### src/rtl/core/ppp_pkg.sv
// ----------------------------------------------------------------------------
// ppp_pkg: shared definitions for the perspective point projection block
// Fixed-point widths, pipeline depths, operation and register codes.
// ----------------------------------------------------------------------------
package ppp_pkg;

	localparam int COORD_W   = 32;  // width of coordinates, coefficients and results
	localparam int FRAC_BITS = 16;  // fractional bits of every fixed-point value
	localparam int CLIP_W    = 51;  // signed width of a clip-space sum
	localparam int MAG_W     = 50;  // magnitude width of a clip value
	localparam int Q_W       = 50;  // quotient bits produced by the divider
	localparam int CAP_EXP   = 49;  // ndc magnitude is held at 2**CAP_EXP
	localparam int CAP_SH    = CAP_EXP - FRAC_BITS;
	localparam int HALF_W    = 13;  // width of half the screen size
	localparam int DIM_W     = 14;
	localparam int NEAR_W    = 17;
	localparam int ADDR_W    = 4;

	localparam int CLIP_LAT  = 3;
	localparam int DIV_LAT   = Q_W + 2;
	localparam int PIPE_LAT  = CLIP_LAT + 1 + DIV_LAT + 2;

	typedef enum logic {
		OP_LOAD    = 1'b0,
		OP_PROJECT = 1'b1
	} op_t;

	localparam logic [1:0] REG_SCREEN_WIDTH  = 2'd0;
	localparam logic [1:0] REG_SCREEN_HEIGHT = 2'd1;
	localparam logic [1:0] REG_NEAR_W_LIMIT  = 2'd2;

	// Side information that travels beside the quotients.
	typedef struct packed {
		logic valid;
		logic vis;
	} ppp_tag_t;

endpackage

### src/rtl/core/ppp_screen.sv
// ----------------------------------------------------------------------------
// ppp_screen: viewport mapping and saturation
// Scales ndc by half the screen size, saturates, and drives the result word.
// ----------------------------------------------------------------------------
module ppp_screen
	import ppp_pkg::*;
(
	input  logic                      clk,
	input  logic                      arst_n,
	input  ppp_tag_t                  in_tag,
	input  logic signed [CLIP_W-1:0]  ndc_x,
	input  logic signed [CLIP_W-1:0]  ndc_y,
	input  logic [HALF_W-1:0]         half_w,
	input  logic [HALF_W-1:0]         half_h,
	output logic                      done,
	output logic                      visible,
	output logic signed [COORD_W-1:0] screen_x,
	output logic signed [COORD_W-1:0] screen_y
);

	localparam int PROD_W = CLIP_W + 1 + HALF_W + 1;
	localparam logic signed [CLIP_W:0]   ONE    = (CLIP_W+1)'(1) << FRAC_BITS;
	localparam logic signed [PROD_W-1:0] SAT_HI = (PROD_W'(1) << (COORD_W-1)) - PROD_W'(1);
	localparam logic signed [PROD_W-1:0] SAT_LO = -SAT_HI - PROD_W'(1);

	function automatic logic [COORD_W-1:0] saturate(input logic signed [PROD_W-1:0] v);
		logic [COORD_W-1:0] res;
		if (v > SAT_HI) res = SAT_HI[COORD_W-1:0];
		else if (v < SAT_LO) res = SAT_LO[COORD_W-1:0];
		else res = v[COORD_W-1:0];
		return res;
	endfunction

	logic signed [CLIP_W:0]   tx, ty;
	logic signed [PROD_W-1:0] px_s1, py_s1;
	ppp_tag_t                 tag_s1;
	logic                     done_q, vis_q;
	logic [COORD_W-1:0]       sx_q, sy_q;

	assign tx = $signed({ndc_x[CLIP_W-1], ndc_x}) + ONE;
	assign ty = ONE - $signed({ndc_y[CLIP_W-1], ndc_y});

	always_ff @(posedge clk or negedge arst_n) begin
		if (!arst_n) begin
			tag_s1 <= '0;
			done_q <= 1'b0;
		end else begin
			tag_s1 <= in_tag;
			done_q <= tag_s1.valid;
		end
	end

	always_ff @(posedge clk) begin
		px_s1 <= tx * $signed({1'b0, half_w});
		py_s1 <= ty * $signed({1'b0, half_h});
		vis_q <= tag_s1.vis;
		sx_q  <= tag_s1.vis ? saturate(px_s1) : '0;
		sy_q  <= tag_s1.vis ? saturate(py_s1) : '0;
	end

	assign done     = done_q;
	assign visible  = vis_q;
	assign screen_x = sx_q;
	assign screen_y = sy_q;

endmodule

### config.mk
export PLATFORM = sky130hd
export DESIGN_NAME = ppp_screen
export DESIGN_NICKNAME = d
export VERILOG_FILES = /design/src/rtl/core/ppp_pkg.sv /design/src/rtl/core/ppp_screen.sv
export SDC_FILE = /design/constraint.sdc
export NUM_CORES = 2
export LEC_CHECK = 0
export BUFFER_PORTS_ARGS = -buffer_cell sky130_fd_sc_hd__buf_2
export CELL_PAD_IN_SITES_DETAIL_PLACEMENT = 0
export CELL_PAD_IN_SITES_GLOBAL_PLACEMENT = 2
export CORE_UTILIZATION = 41
export CTS_CLUSTER_DIAMETER = 80
export DETAILED_ROUTE_END_ITERATION = 8
export GPL_ROUTABILITY_DRIVEN = 0
export PLACE_DENSITY_LB_ADDON = 0.1
export SLEW_MARGIN = 0
export SYNTH_ARGS = -nofsm -noshare
export SYNTH_HDL_FRONTEND = slang
export SYNTH_SLANG_ARGS = --single-unit
### constraint.sdc
create_clock -name clk -period 2.1 [get_ports clk]
set_input_delay 0.105 -clock clk [delete_from_list [all_inputs] [get_ports clk]]
set_output_delay 0.105 -clock clk [all_outputs]
set_load 0.1 [all_outputs]
; After elaboration in Yosys (flattened, before gate mapping)
; Index checks and enable logic that the tools add are counted.
[totals]
in_bits = 132
word_cells = 25
ff_bits = 200
[classes]
n_addsub = 2
mul = 2
n_mux = 4
n_lt_le_gt_ge = 4
reduce_logical = 2
bitwise_logic = 1
[ops]
columns = operator, count
row1 = "66-bit by 32-bit > comparator with 1-bit output, second input constant", 2
row2 = "66-bit by 32-bit < comparator with 1-bit output, second input constant", 2
row3 = 52-bit by 14-bit multiplier with 66-bit output, 2
row4 = 32-bit two-way mux, 2
row5 = 31-bit two-way mux, 2
row6 = "51-bit by 18-bit adder with 52-bit output, second input constant", 1
row7 = "18-bit by 51-bit subtractor with 52-bit output, first input constant", 1
row8 = 2-bit OR reduction, 2
row9 = 1-bit inverter, 1

; Longest topological paths before layout
[logic_depth]
ltp_word = 3
ltp_mapped = 37
depth_no_buf = 33

; Least setup slack after synthesis
; Ideal clock, no wire load.
[synth_path]
path_kind = input to register
start = input ndc_y[0]
end = register py_s1[63]
arrival_ps = 7750
setup_slack_ps = -5724
path_stages = 33
cell_sequence = clkbuf_1 > inv_1 > ha_1 > nor3b_1 > nand3_1 > o21a_1 > nand2b_4 > buf_6 > nor3_1 > xnor2_1 > clkbuf_1 > nand2_1 > fa_1 > inv_1 > fa_1 > fa_1 > fa_1 > fa_1 > inv_1 > fa_1 > inv_1 > ha_1 > clkbuf_1 > a21o_1 > a21oi_1 > o21a_1 > o31a_1 > o211ai_1 > o21ai_0 > o22ai_1 > o21ai_0 > or3_1 > a31oi_1
[synth_between]
elab_chain_cells = 2
[synth_rtl]
columns = element, line
row1 = "start, declared", ppp_screen.sv:12  ; input logic signed [CLIP_W-1:0] ndc_y,
row2 = 18-bit by 51-bit subtractor with 52-bit output, ppp_screen.sv:41  ; assign ty = ONE - $signed({ndc_y[CLIP_W-1], ndc_y});
row3 = 52-bit by 14-bit multiplier with 66-bit output, ppp_screen.sv:55  ; py_s1 <= ty * $signed({1'b0, half_h});
row4 = "end signal, assigned", ppp_screen.sv:55
row5 = "end, declared", ppp_screen.sv:35  ; logic signed [PROD_W-1:0] px_s1, py_s1;
; Every way passes these cells.
; A chain may end at the register's enable or synchronous reset.

; Final worst setup path
[layout_path]
start = input ndc_y[10]
end = register py_s1[65]
; Same word-level chain as after synthesis.

==> impl_metrics.sql <==
INSERT INTO impl_metrics (metric_group, metric, value, unit) VALUES
('synth', 'post_synth_inst_count', '5901', ''),
('job', 'cap_violations', '0', ''),
('routing', 'via_per_inst', '4.83', ''),
('routing', 'detail_route.wl_per_cell', '17.6', 'um'),
('grt', 'grt_first_pass_wirelength', '249000', 'um'),
('timing', 'finalCriticalPeriod', '7.29', 'ns'),
('critical_path', 'end_kind', 'register', ''),
('floorplan', 'core_region_area', '0.126', 'mm2'),
('status', 'violations', 'setup timing', ''),
('synth', 'yosys_warnings', '0', ''),
('synth', 'synth_enable_flop_cells', '0', ''),
('timing', 'worstMarginPinSlew', '0.623', 'ns'),
('synth', 'post-synth-top-count-cell', 'sky130_fd_sc_hd__inv_1', ''),
('layout', 'layout.cells.non_filler', '8674', ''),
('timing', 'slew_viol_final', '0', ''),
('placed_design', 'place_hpwl', '130000', 'um'),
('routing', 'number_of_vias_after_detailed_routing', '41900', ''),
('synth', 'yosys.cell_types.count', '72', ''),
('layout', 'drive_above_1_share', '31.1', '%'),
('synth', 'synth.yosys.seq_area_share', '7.71', '%'),
('layout', 'final_nets', '8627', ''),
('synth', 'synthFlopType', 'sky130_fd_sc_hd__dfxtp_1', ''),
('synth', 'syn_area', '0.0521', 'mm2'),
('critical_path', 'path_max_fanout', '5', ''),
('synth', 'netlist_top_cells_count', 'sky130_fd_sc_hd__inv_1, sky130_fd_sc_hd__fa_1, sky130_fd_sc_hd__nand2_1, sky130_fd_sc_hd__and2_1, sky130_fd_sc_hd__clkbuf_1', ''),
('synth', 'synth_area_leader_cell', 'sky130_fd_sc_hd__fa_1', ''),
('layout', 'final_design_instance_area_without_fill', '0.0694', 'mm2'),
('clock_tree', 'cts_max_path_buffers', '2', ''),
('synth', 'syn_nets', '7523', ''),
('placed_design', 'port-buffer-count', '197', ''),
('floorplan', 'die_area', '0.129', 'mm2'),
('timing', 'setup_violations', '124', ''),
('floorplan', 'std_cell_rows', '130', ''),
('hold_path', 'whs_path_depth', '3', ''),
('critical_path', 'timing.critical_path.arrival', '7.66', 'ns'),
('routing', 'wirelength', '152000', 'um'),
('critical_path', 'r2r_cells', '7', ''),
('grt', 'grt.overflow.total', '0', ''),
('layout', 'layout_overhead_on_the_synthesized_area', '33.2', '%'),
('grt', 'grt_max_degree', '36', ''),
('placed_design', 'numPlacedInstances', '8463', ''),
('synth', 'synthesis.area_per_instance', '8.83', 'um2'),
('grt', 'grt_pass1_vias', '46400', ''),
('timing', 'finalWorstSetupSlack', '-5.19', 'ns'),
('routing', 'drt_first_iter_violations', '1796', ''),
('critical_path', 'worst_ep_required_time', '2.48', 'ns'),
('synth', 'yosysTopAreaCellShare', '46.0', '%'),
('timing', 'report.final.hold_viol_count', '0', ''),
('synth', 'asyncSetResetFlopFracSynth', '1.50', '%'),
('critical_path', 'setup_cp_type', 'input pin to register', ''),
('hold_path', 'worstHoldPathType', 'input pin to register', ''),
('timing', 'fmax', '0.137', 'GHz'),
('routing', 'antenna_left', '0', ''),
('clock_tree', 'clock_sink_count', '200', ''),
('clock_tree', 'cts_inserted_buffers', '17', ''),
('grt', 'grt_antenna_before_repair', '8', ''),
('routing', 'remaining_drc_errors', '0', ''),
('status', 'run_status', 'complete, but fails checks', ''),
('floorplan', 'start_util', '41.4', '%'),
('clock_tree', 'tritoncts_clock_tree', 'built', ''),
('placed_design', 'post_dp_cell_area', '0.0643', 'mm2'),
('clock_tree', 'root_buffer', 'sky130_fd_sc_hd__clkbuf_16', ''),
('grt', 'grt.total_usage', '24.8', '%'),
('floorplan', 'die_height', '358', 'um'),
('timing', 'worst_slew_margin', '57.4', '%'),
('timing', 'skew', '0.0243', 'ns'),
('synth', 'netlist_top_cells_area', 'sky130_fd_sc_hd__fa_1, sky130_fd_sc_hd__inv_1, sky130_fd_sc_hd__dfxtp_1, sky130_fd_sc_hd__and2_1, sky130_fd_sc_hd__ha_1', ''),
('timing', 'timing.final.crit_share', '347', '%'),
('floorplan', 'die_w', '358', 'um'),
('clock_tree', 'h-tree-depth', '4', ''),
('routing', 'detailedRoute.firstPassIterationCount', '5', ''),
('clock_tree', 'worst_setup_hold_path_clk_slew', '0.08', 'ns'),
('floorplan', 'ioPinCount', '198', ''),
('critical_path', 'crit_path_start_kind', 'input pin', ''),
('synth', 'synth-seq-cells', '200', ''),
('timing', 'rsz0062_at_grt', 'yes', ''),
('clock_tree', 'clock_network_latency_to_the_later_pin_of_the_worst_skew_pair', '0.49', 'ns');
## cell families (layout without fill, tap and decap cells)
logic type / Yosys count / after routing / share of synthesized area, %
xor+xnor: 213 / 214 / 3.58
flops: 200 / 200 / 7.71
simple gates: 1954 / 1954 / 18.4
compound gates: 489 / 489 / 6.02
fa+ha+maj: 1490 / 1490 / 53.0
buf+inv: 1555 / 2671 / 11.3
other cells: 0 / 6 / 0
## stage by stage
| stage | setup WS, ns | util (%) | setup TNS, ns | hold slack (ns) |
|---|---|---|---|---|
| 3_5_place_dp | -5.96 | 51.1 | -565.55 | -0.0933 |
| 2_1_floorplan | -5.25 | - | -464.51 | -0.191 |
| 3_3_place_gp | -5.88 | 51.1 | -560.32 | -0.0965 |
| 6_report | -5.19 | 55.1 | -480.88 | 0.112 |
| 4_1_cts | -5.18 | 53.8 | -477.99 | 0.0825 |
| 5_1_grt | -5.43 | 55.1 | -506.59 | 0.105 |
## routing by layer
metal / GRT usage (%) / share of wire, % / vias up
li1: - / - / 19700
met1: 33.0 / 45 / 21400
met2: 43.0 / 49 / 671
met3: 3.53 / 4.0 / 162
met4: 4.99 / 1.9 / 4
met5: 0 / 0.016 / -
## worst max-delay path, stage by stage
cell and delay (ns):
sky130_fd_sc_hd__buf_6 0.09, sky130_fd_sc_hd__or4_4 0.54, sky130_fd_sc_hd__or3_4 0.35, sky130_fd_sc_hd__o21a_4 0.25
sky130_fd_sc_hd__nand2b_4 0.17, sky130_fd_sc_hd__buf_6 0.14, sky130_fd_sc_hd__nor2_4 0.15, sky130_fd_sc_hd__nand2_4 0.10
sky130_fd_sc_hd__or3_4 0.47, sky130_fd_sc_hd__xor2_4 0.29, sky130_fd_sc_hd__buf_6 0.14, sky130_fd_sc_hd__nand2_2 0.05
sky130_fd_sc_hd__fa_1 0.54, sky130_fd_sc_hd__inv_1 0.06, sky130_fd_sc_hd__fa_2 0.43, sky130_fd_sc_hd__fa_2 0.54
sky130_fd_sc_hd__fa_2 0.44, sky130_fd_sc_hd__fa_1 0.49, sky130_fd_sc_hd__inv_1 0.05, sky130_fd_sc_hd__fa_1 0.50
sky130_fd_sc_hd__inv_1 0.04, sky130_fd_sc_hd__ha_1 0.29, sky130_fd_sc_hd__nand3_1 0.12, sky130_fd_sc_hd__or4_4 0.59
sky130_fd_sc_hd__or3_1 0.34, sky130_fd_sc_hd__o221ai_2 0.16, sky130_fd_sc_hd__a21oi_2 0.08, sky130_fd_sc_hd__xnor2_1 0.13
## final cells by class
cell class	count	area, um2
fill	11700	56500
antenna	6	15.0
clock inverter	15	163
inverter	1242	4660
clock buffer	17	425
timing repair buffer	1397	11200
multi-input combinational	4147	46800
tap	1650	2060
sequential	200	4020
## placed cells by master, fill, tap and decap left out, types with 17 or more instances in the layout
cell / Yosys / layout
sky130_fd_sc_hd__o21ai_1: 1 / 34
sky130_fd_sc_hd__fa_2: 0 / 72
sky130_fd_sc_hd__ha_1: 294 / 195
sky130_fd_sc_hd__dfxtp_1: 197 / 197
sky130_fd_sc_hd__nor2_1: 163 / 132
sky130_fd_sc_hd__nand3_1: 35 / 20
sky130_fd_sc_hd__a21boi_0: 34 / 31
sky130_fd_sc_hd__o21ai_2: 0 / 30
sky130_fd_sc_hd__a21oi_2: 0 / 75
sky130_fd_sc_hd__xor2_1: 76 / 56
sky130_fd_sc_hd__o21a_1: 21 / 17
sky130_fd_sc_hd__nand2_2: 2 / 60
sky130_fd_sc_hd__buf_12: 0 / 58
sky130_fd_sc_hd__a21oi_4: 0 / 23
sky130_fd_sc_hd__nand2_1: 905 / 817
sky130_fd_sc_hd__xnor2_2: 0 / 34
sky130_fd_sc_hd__ha_4: 0 / 97
sky130_fd_sc_hd__a21oi_1: 163 / 65
sky130_fd_sc_hd__and2_4: 3 / 48
sky130_fd_sc_hd__inv_2: 0 / 59
sky130_fd_sc_hd__nor2_2: 1 / 20
sky130_fd_sc_hd__inv_1: 1242 / 1182
sky130_fd_sc_hd__o21bai_1: 21 / 18
sky130_fd_sc_hd__nand4_1: 51 / 51
sky130_fd_sc_hd__buf_4: 0 / 1033
sky130_fd_sc_hd__xnor2_4: 0 / 17
sky130_fd_sc_hd__fa_1: 1196 / 1124
sky130_fd_sc_hd__nor4_1: 27 / 20
sky130_fd_sc_hd__buf_6: 4 / 104
sky130_fd_sc_hd__buf_2: 6 / 186
sky130_fd_sc_hd__nand2_4: 0 / 30
sky130_fd_sc_hd__clkbuf_16: 0 / 17
sky130_fd_sc_hd__and2_1: 614 / 568
sky130_fd_sc_hd__xnor2_1: 137 / 86
sky130_fd_sc_hd__a21o_1: 70 / 70
## path summary, 6_finish.rpt
| kind | startpoint | slack (ns) | to |
|---|---|---|---|
| max | ndc_y[10] | -5.19 | py_s1[65]$_DFF_P_ |
| min | half_h[0] | 0.11 | py_s1[1]$_DFF_P_ |
| max reg2reg | py_s1[32]$_DFF_P_ | 0.14 | screen_y[20]$_SDFF_PN0_ |
| min reg2reg | tag_s1[1]$_DFF_PN0_ | 0.36 | done$_DFF_PN0_ |
| max in group asynchronous | arst_n | 1.47 | tag_s1[1]$_DFF_PN0_ |
| min in group asynchronous | arst_n | 0.48 | tag_s1[0]$_DFF_PN0_ |
## repair_timing
item                                   in CTS  in global routing
endpoints found under the hold margin       7                  0
buffers inserted                          112                 62
cloned                                      1                  1
setup endpoints to repair                 125                148
pin swaps                                 270                235
resized for setup                         405                244
hold buffers                                6                  0
## state kept, by name (all words and copies together), names as in the netlist
signal / cells
px_s1: 66
screen_x: 32
py_s1: 66
visible: 1
done: 1
screen_y: 32
tag_s1: 2
Power is left out: the tool's default activity adds up to more than one toggle a clock period on the data nets, which glitch-free logic cannot reach.
